==> src/hdl/lpr_pkg.sv <==
// shared types and constants for the lru page replacement unit
`timescale 1ns / 1ps
`default_nettype none
package lpr_pkg;

  localparam int MAX_FRAMES = 16;
  localparam int FRAME_BITS = 4;
  localparam int FILL_BITS  = 5;
  localparam int PAGE_BITS  = 16;
  localparam int COUNT_BITS = 16;
  localparam int CFG_BITS   = 5;

  localparam logic [FRAME_BITS-1:0] RANK_MAX  = FRAME_BITS'(MAX_FRAMES - 1);
  localparam logic [CFG_BITS-1:0]   CFG_RESET = CFG_BITS'(MAX_FRAMES);

  typedef struct packed {
    logic [PAGE_BITS-1:0] page;
    logic                 end_of_string;
  } lpr_in_t;

  typedef struct packed {
    logic                  hit;
    logic [FRAME_BITS-1:0] frame;
    logic                  evicted_valid;
    logic [PAGE_BITS-1:0]  evicted_page;
    logic [COUNT_BITS-1:0] hit_total;
    logic [COUNT_BITS-1:0] miss_total;
  } lpr_out_t;

  typedef struct packed {
    logic capture;
    logic commit;
  } lpr_cmd_t;

  typedef enum logic {
    ST_IDLE,
    ST_UPDATE
  } lpr_state_t;

endpackage
`default_nettype wire

==> src/hdl/lru_page_replacement_unit.sv <==
// lru page replacement unit top level
// a request is taken when start is high and busy is low; busy then stays high for one cycle
// the frame search and victim select run in the request cycle, ranks and frames update the next
// the result strobe and result register load at the edge that ends the update state
// a new request waits until busy is low; the receiver cannot stall; synchronous active-low reset clears
// fill count, totals and control, and sets frames_in_use to 16; no clearing pass is needed
`timescale 1ns / 1ps
`default_nettype none
module lru_page_replacement_unit (
  input  wire logic                         clk,
  input  wire logic                         rst_n,
  input  wire logic                         start,
  output logic                              busy,
  input  wire lpr_pkg::lpr_in_t             in_req,
  output logic                              out_valid,
  output lpr_pkg::lpr_out_t                 out_res,
  input  wire logic                         cfg_we,
  input  wire logic [lpr_pkg::CFG_BITS-1:0] cfg_wdata
);

  lpr_pkg::lpr_cmd_t cmd;

  lpr_ctrl u_ctrl (
    .clk   (clk),
    .rst_n (rst_n),
    .start (start),
    .busy  (busy),
    .cmd   (cmd)
  );

  lpr_datapath u_datapath (
    .clk       (clk),
    .rst_n     (rst_n),
    .cmd       (cmd),
    .in_req    (in_req),
    .cfg_we    (cfg_we),
    .cfg_wdata (cfg_wdata),
    .out_valid (out_valid),
    .out_res   (out_res)
  );

endmodule
`default_nettype wire

==> src/hdl/lpr_ctrl.sv <==
// control state machine: lookup on request, commit in the update state that follows
`timescale 1ns / 1ps
`default_nettype none
module lpr_ctrl (
  input  wire logic          clk,
  input  wire logic          rst_n,
  input  wire logic          start,
  output logic               busy,
  output lpr_pkg::lpr_cmd_t  cmd
);

  lpr_pkg::lpr_state_t state_r, state_nxt;

  always_ff @(posedge clk) begin
    if (!rst_n) begin
      state_r <= lpr_pkg::ST_IDLE;
    end else begin
      state_r <= state_nxt;
    end
  end

  always_comb begin
    state_nxt = state_r;
    case (state_r)
      lpr_pkg::ST_IDLE: begin
        if (start) state_nxt = lpr_pkg::ST_UPDATE;
      end
      lpr_pkg::ST_UPDATE: begin
        state_nxt = lpr_pkg::ST_IDLE;
      end
      default: begin
        state_nxt = lpr_pkg::ST_IDLE;
      end
    endcase
  end

  always_comb begin
    busy        = 1'b0;
    cmd.capture = 1'b0;
    cmd.commit  = 1'b0;
    case (state_r)
      lpr_pkg::ST_IDLE: begin
        cmd.capture = start;
      end
      lpr_pkg::ST_UPDATE: begin
        busy       = 1'b1;
        cmd.commit = 1'b1;
      end
      default: begin
        busy = 1'b0;
      end
    endcase
  end

endmodule
`default_nettype wire

==> src/hdl/lpr_datapath.sv <==
// frame table, recency ranks, search and victim select, totals and result register
`timescale 1ns / 1ps
`default_nettype none
module lpr_datapath (
  input  wire logic                         clk,
  input  wire logic                         rst_n,
  input  wire lpr_pkg::lpr_cmd_t            cmd,
  input  wire lpr_pkg::lpr_in_t             in_req,
  input  wire logic                         cfg_we,
  input  wire logic [lpr_pkg::CFG_BITS-1:0] cfg_wdata,
  output logic                              out_valid,
  output lpr_pkg::lpr_out_t                 out_res
);

  localparam int NF = lpr_pkg::MAX_FRAMES;
  localparam int FB = lpr_pkg::FRAME_BITS;
  localparam int LB = lpr_pkg::FILL_BITS;
  localparam int PB = lpr_pkg::PAGE_BITS;
  localparam int CB = lpr_pkg::COUNT_BITS;
  localparam int LV = $clog2(NF);

  logic [lpr_pkg::CFG_BITS-1:0] cfg_frames_r;
  logic [PB-1:0]                frame_page_r [NF];
  logic [FB-1:0]                rank_r [NF];
  logic [FB-1:0]                rank_nxt [NF];
  logic [LB-1:0]                filled_r, filled_nxt;
  logic [CB-1:0]                hits_r, hits_nxt;
  logic [CB-1:0]                misses_r, misses_nxt;

  // captured lookup
  logic [PB-1:0] page_r;
  logic          eos_r;
  logic          hit_r;
  logic          fill_r;
  logic [FB-1:0] sel_r;
  logic [PB-1:0] ev_page_r;
  logic [FB-1:0] limit_r;
  logic [NF-1:0] act_r;

  logic          out_valid_r;
  lpr_pkg::lpr_out_t out_res_r;

  // lookup logic
  logic [LB-1:0] m_eff;
  logic [LB-1:0] active;
  logic [NF-1:0] act;
  logic [NF-1:0] match;
  logic          hit;
  logic [FB-1:0] hit_idx;
  logic          fill;
  logic [FB-1:0] victim;
  logic [FB-1:0] sel;
  logic          tv [LV+1][NF];
  logic [FB-1:0] tr [LV+1][NF];
  logic [FB-1:0] ti [LV+1][NF];

  always_comb begin
    if (cfg_frames_r == '0) begin
      m_eff = LB'(1);
    end else if (LB'(cfg_frames_r) > LB'(NF)) begin
      m_eff = LB'(NF);
    end else begin
      m_eff = LB'(cfg_frames_r);
    end
    active = (filled_r < m_eff) ? filled_r : m_eff;
  end

  always_comb begin
    for (int i = 0; i < NF; i++) begin
      act[i]   = LB'(i) < active;
      match[i] = act[i] && (frame_page_r[i] == in_req.page);
    end
    hit     = |match;
    hit_idx = '0;
    for (int i = NF - 1; i >= 0; i--) begin
      if (match[i]) hit_idx = FB'(i);
    end
  end

  // oldest active frame, ties to the lower index
  always_comb begin
    for (int l = 0; l <= LV; l++) begin
      for (int j = 0; j < NF; j++) begin
        tv[l][j] = 1'b0;
        tr[l][j] = '0;
        ti[l][j] = '0;
      end
    end
    for (int j = 0; j < NF; j++) begin
      tv[0][j] = act[j];
      tr[0][j] = rank_r[j];
      ti[0][j] = FB'(j);
    end
    for (int l = 0; l < LV; l++) begin
      for (int j = 0; j < (NF >> (l + 1)); j++) begin
        if (tv[l][2*j+1] && (!tv[l][2*j] || (tr[l][2*j+1] > tr[l][2*j]))) begin
          tv[l+1][j] = 1'b1;
          tr[l+1][j] = tr[l][2*j+1];
          ti[l+1][j] = ti[l][2*j+1];
        end else begin
          tv[l+1][j] = tv[l][2*j];
          tr[l+1][j] = tr[l][2*j];
          ti[l+1][j] = ti[l][2*j];
        end
      end
    end
    victim = tv[LV][0] ? ti[LV][0] : '0;
  end

  always_comb begin
    fill = !hit && (filled_r < m_eff);
    if (hit) begin
      sel = hit_idx;
    end else if (fill) begin
      sel = filled_r[FB-1:0];
    end else begin
      sel = victim;
    end
  end

  // commit logic
  always_comb begin
    for (int i = 0; i < NF; i++) begin
      rank_nxt[i] = rank_r[i];
      if (act_r[i] && (!hit_r || (rank_r[i] < limit_r)) && (rank_r[i] != lpr_pkg::RANK_MAX)) begin
        rank_nxt[i] = rank_r[i] + FB'(1);
      end
      if (FB'(i) == sel_r) rank_nxt[i] = '0;
    end
  end

  logic [CB-1:0] hit_cnt, miss_cnt;

  always_comb begin
    hit_cnt  = hits_r;
    miss_cnt = misses_r;
    if (hit_r) begin
      if (hits_r != '1) hit_cnt = hits_r + CB'(1);
    end else begin
      if (misses_r != '1) miss_cnt = misses_r + CB'(1);
    end
    filled_nxt = fill_r ? filled_r + LB'(1) : filled_r;
    hits_nxt   = hit_cnt;
    misses_nxt = miss_cnt;
    if (eos_r) begin
      filled_nxt = '0;
      hits_nxt   = '0;
      misses_nxt = '0;
    end
  end

  always_ff @(posedge clk) begin
    if (!rst_n) begin
      cfg_frames_r <= lpr_pkg::CFG_RESET;
      filled_r     <= '0;
      hits_r       <= '0;
      misses_r     <= '0;
      out_valid_r  <= 1'b0;
    end else begin
      out_valid_r <= cmd.commit;
      if (cfg_we) cfg_frames_r <= cfg_wdata;
      if (cmd.commit) begin
        filled_r <= filled_nxt;
        hits_r   <= hits_nxt;
        misses_r <= misses_nxt;
      end
    end
  end

  always_ff @(posedge clk) begin
    if (cmd.capture) begin
      page_r    <= in_req.page;
      eos_r     <= in_req.end_of_string;
      hit_r     <= hit;
      fill_r    <= fill;
      sel_r     <= sel;
      ev_page_r <= frame_page_r[victim];
      limit_r   <= rank_r[hit_idx];
      act_r     <= act;
    end
    if (cmd.commit) begin
      for (int i = 0; i < NF; i++) begin
        rank_r[i] <= rank_nxt[i];
      end
      if (!hit_r) frame_page_r[sel_r] <= page_r;
      out_res_r.hit           <= hit_r;
      out_res_r.frame         <= sel_r;
      out_res_r.evicted_valid <= !hit_r && !fill_r;
      out_res_r.evicted_page  <= (!hit_r && !fill_r) ? ev_page_r : '0;
      out_res_r.hit_total     <= hit_cnt;
      out_res_r.miss_total    <= miss_cnt;
    end
  end

  assign out_valid = out_valid_r;
  assign out_res   = out_res_r;

endmodule
`default_nettype wire
==> config.mk <==
export PLATFORM = sky130hd
export DESIGN_NAME = lru_page_replacement_unit
export DESIGN_NICKNAME = d
export VERILOG_FILES = /design/src/hdl/lpr_pkg.sv /design/src/hdl/lru_page_replacement_unit.sv /design/src/hdl/lpr_ctrl.sv /design/src/hdl/lpr_datapath.sv
export SDC_FILE = /design/constraint.sdc
export NUM_CORES = 1
export LEC_CHECK = 0
export ABC_AREA = 1
export CAP_MARGIN = 40
export CELL_PAD_IN_SITES_DETAIL_PLACEMENT = 1
export CELL_PAD_IN_SITES_GLOBAL_PLACEMENT = 2
export CORE_MARGIN = 2
export CORE_UTILIZATION = 39
export CTS_BUF_LIST = sky130_fd_sc_hd__clkbuf_4 sky130_fd_sc_hd__clkbuf_8
export CTS_CLUSTER_DIAMETER = 60
export CTS_CLUSTER_SIZE = 12
export DETAILED_ROUTE_END_ITERATION = 7
export DONT_BUFFER_PORTS = 1
export PLACE_DENSITY = 0.86
export SETUP_SLACK_MARGIN = 0.2
export SLEW_MARGIN = 15
export SYNTH_ARGS = -nofsm -noshare
export SYNTH_HDL_FRONTEND = slang
export SYNTH_SLANG_ARGS = --single-unit
==> constraint.sdc <==
create_clock -name clk -period 6.2 [get_ports clk]
set_input_delay 0.31 -clock clk [delete_from_list [all_inputs] [get_ports clk]]
set_output_delay 0.31 -clock clk [all_outputs]
set_load 0.01 [all_outputs]
==> metrics.txt <==
Final ANT Viol Nets 0; Crit. End Element flop; grt total ovfl 0; Unique masters post-synth 51; Peak VDD IR 0.259 mV; placed instance count 4073; RSZ-0062 raised after global routing true; Die Width 269 um; Hold WS 221 ps; layout net count 3448; Root Driver clkbuf_8; total global-route track usage 29.2%; violated checks setup timing; total number of H-tree levels 2; post-route cell area 33600 um^2; DP HPWL 75800 um; Synth Register Bits 477; vias in the first global route 24800; final setup fails 20; largest net degree at the start of global routing 51; Leak 13.5 nW; global-route wire length before repair 157000 um; Post-synth EDFFs 433; pre-CTS setup slack -1400 ps; synth top area cells edfxtp_1 (48%), nand2_1 (8.3%), ha_1 (6.0%), inv_1 (4.9%), xnor2_1 (4.4%); CP most frequent cell nand2_1; final std cells w/o fill 4267; Hold Path Class primary input to flop; Final Skew 62.7 ps; PD cells 234 nW/um^2; fraction of layout instances using a drive strength above 1 20.0%; mean area per synthesized cell 9.22 um^2; Die Y 269 um; Final Util 48.2%; status complete, but fails checks; Fin. Hold Viols 0; crit path time final 7290 ps; CTS tree done; Slew @ Worst Pin 969 ps; CTS Buf Count 51; initial antenna violation count 4; total number of vias 24200; Placed Area 30500 um^2; core area 69800 um^2; yosys warns 0; Routability Congestion 0.931; placement row count 97; Design Power 7.88 mW; Clock Sinks 477; CP max stage delay 340 ps; register area share after synthesis 50.8%; crit path launch type flop; drt pass-1 iters 6; Setup CP Type flop to flop; Die ar. 72300 um^2; setup_tns -17570 ps; Worst EP arrival 7780 ps; Async S/R FF share, synth 0%; Fmax 137 MHz; max_cap viols 0; Final Max Tran Viols 0; DRC 0; area delta synth->final 22.9%; fin crit share 118%; Ports 82; Buf/Inv on CP 10; Top Family by Delay on Critical Path simple AND/OR/NAND/NOR gates; fin worst setup slack -1090 ps; Max stage delay cell, worst path dfxtp_2; most numerous cell in the Yosys netlist nand2_1; Critical Path RT 6690 ps; area leader, netlist edfxtp_1; DRC marker count from the first detailed-route iteration 2252; Reg clk slew, reported paths 100 ps; Mapped Cells 2966; Port-buffer cells 0; top_reg_cell synth edfxtp_1; starting density of the core 39.2%; drt wl/cell 25.1 um; Routed WL 107000 um; Synth Net Count 3123; peak fanout along the critical path 7; Slew headroom 35.4%; CTS max path bufs 3; drt via density 5.68; post-synth top area share 47.5%; Mapped Area 27400 um^2; Post-synth top cells nand2_1 (604), edfxtp_1 (433), inv_1 (359); clock latency on the worst-skew pair 730 ps
## routing by layer
metal / wire, um / track usage (%)
met1: 44100 / 38.6
met2: 51200 / 49.1
met3: 7500 / 3.50
met4: 4440 / 11.2
met5: 13 / 0
## layout make-up
cell class / instances / area [um^2]
repair buffers: 372 / 3490
repair inverters: 1 / 6.26
inverters: 373 / 1440
clock inverters: 18 / 189
flip-flops and latches: 477 / 13900
diodes: 2 / 5.00
multi-input cells: 2015 / 12600
well taps: 940 / 1180
clock buffers: 69 / 843
fillers: 7898 / 36200
## cell usage in the layout, fill, tap and decap left out, drive strengths merged, types with 3 or more instances in the layout
master,instances
a21boi,16
dfxtp,44
inv,375
o2111ai,14
nand4,51
a21oi,167
nand2,621
xor2,55
and3,3
o21ai,173
and2,3
a31oi,3
or2,16
buf,344
edfxtp,433
o211ai,106
nor3b,18
nor2,180
clkbuf,71
a32oi,3
o221ai,9
o21bai,9
clkinv,13
a211oi,3
nor3,27
xnor2,138
ha,131
o21a,4
nor4,22
dlygate4sd3,25
nand3,233
nand3b,5
## worst paths after layout
kind	startpoint	endpoint	slack, ps	cells past startpoint
setup / recovery	u_datapath.cfg_frames_r[3]	u_datapath.ev_page_r[12]	-1090	56
hold / removal	in_req[8]	u_datapath.page_r[7]	220	1
setup reg to reg	u_datapath.cfg_frames_r[3]	u_datapath.ev_page_r[12]	-1090	56
hold reg to reg	u_datapath.hits_r[3]	u_datapath.hits_r[3]	480	2
## logic make-up after synthesis
group           Yosys count  synth area share, %
compound gates          511                 11.2
xor+xnor                193                 6.18
fa+ha+maj               131                 5.99
buf+inv                 481                 7.05
flops                   477                 50.8
mux                       1               0.0412
simple gates           1172                 18.8
## state kept, by name (all words and copies together), names as in the netlist
register	cells
u_datapath.frame_page_r	256
u_datapath.rank_r	64
u_datapath.out_res	54
u_datapath.act_r	16
u_datapath.ev_page_r	16
u_datapath.hits_r	16
u_datapath.misses_r	16
u_datapath.page_r	16
u_datapath.cfg_frames_r	5
u_datapath.filled_r	5
u_datapath.limit_r	4
u_datapath.sel_r	4
u_ctrl.state_r	1
u_datapath.eos_r	1
u_datapath.fill_r	1
u_datapath.hit_r	1
u_datapath.out_valid	1
## what timing repair did
action	4_1_cts	5_1_grt
pin swaps	52	94
hold buffers	25	0
gates resized for setup	178	118
hold endpoints to repair	38	0
endpoints found under the setup margin	20	20
buffers inserted	38	26
cloned	13	2
## where the power goes
group / leakage (nW) / switching [mW] / internal (mW)
combinational: 8.61 / 1.10 / 0.782
sequential: 4.33 / 0.122 / 3.62
clock: 0.540 / 1.27 / 0.988
total: 13.5 / 2.49 / 5.39
No activity file was read; power rests on OpenSTA's default activity.
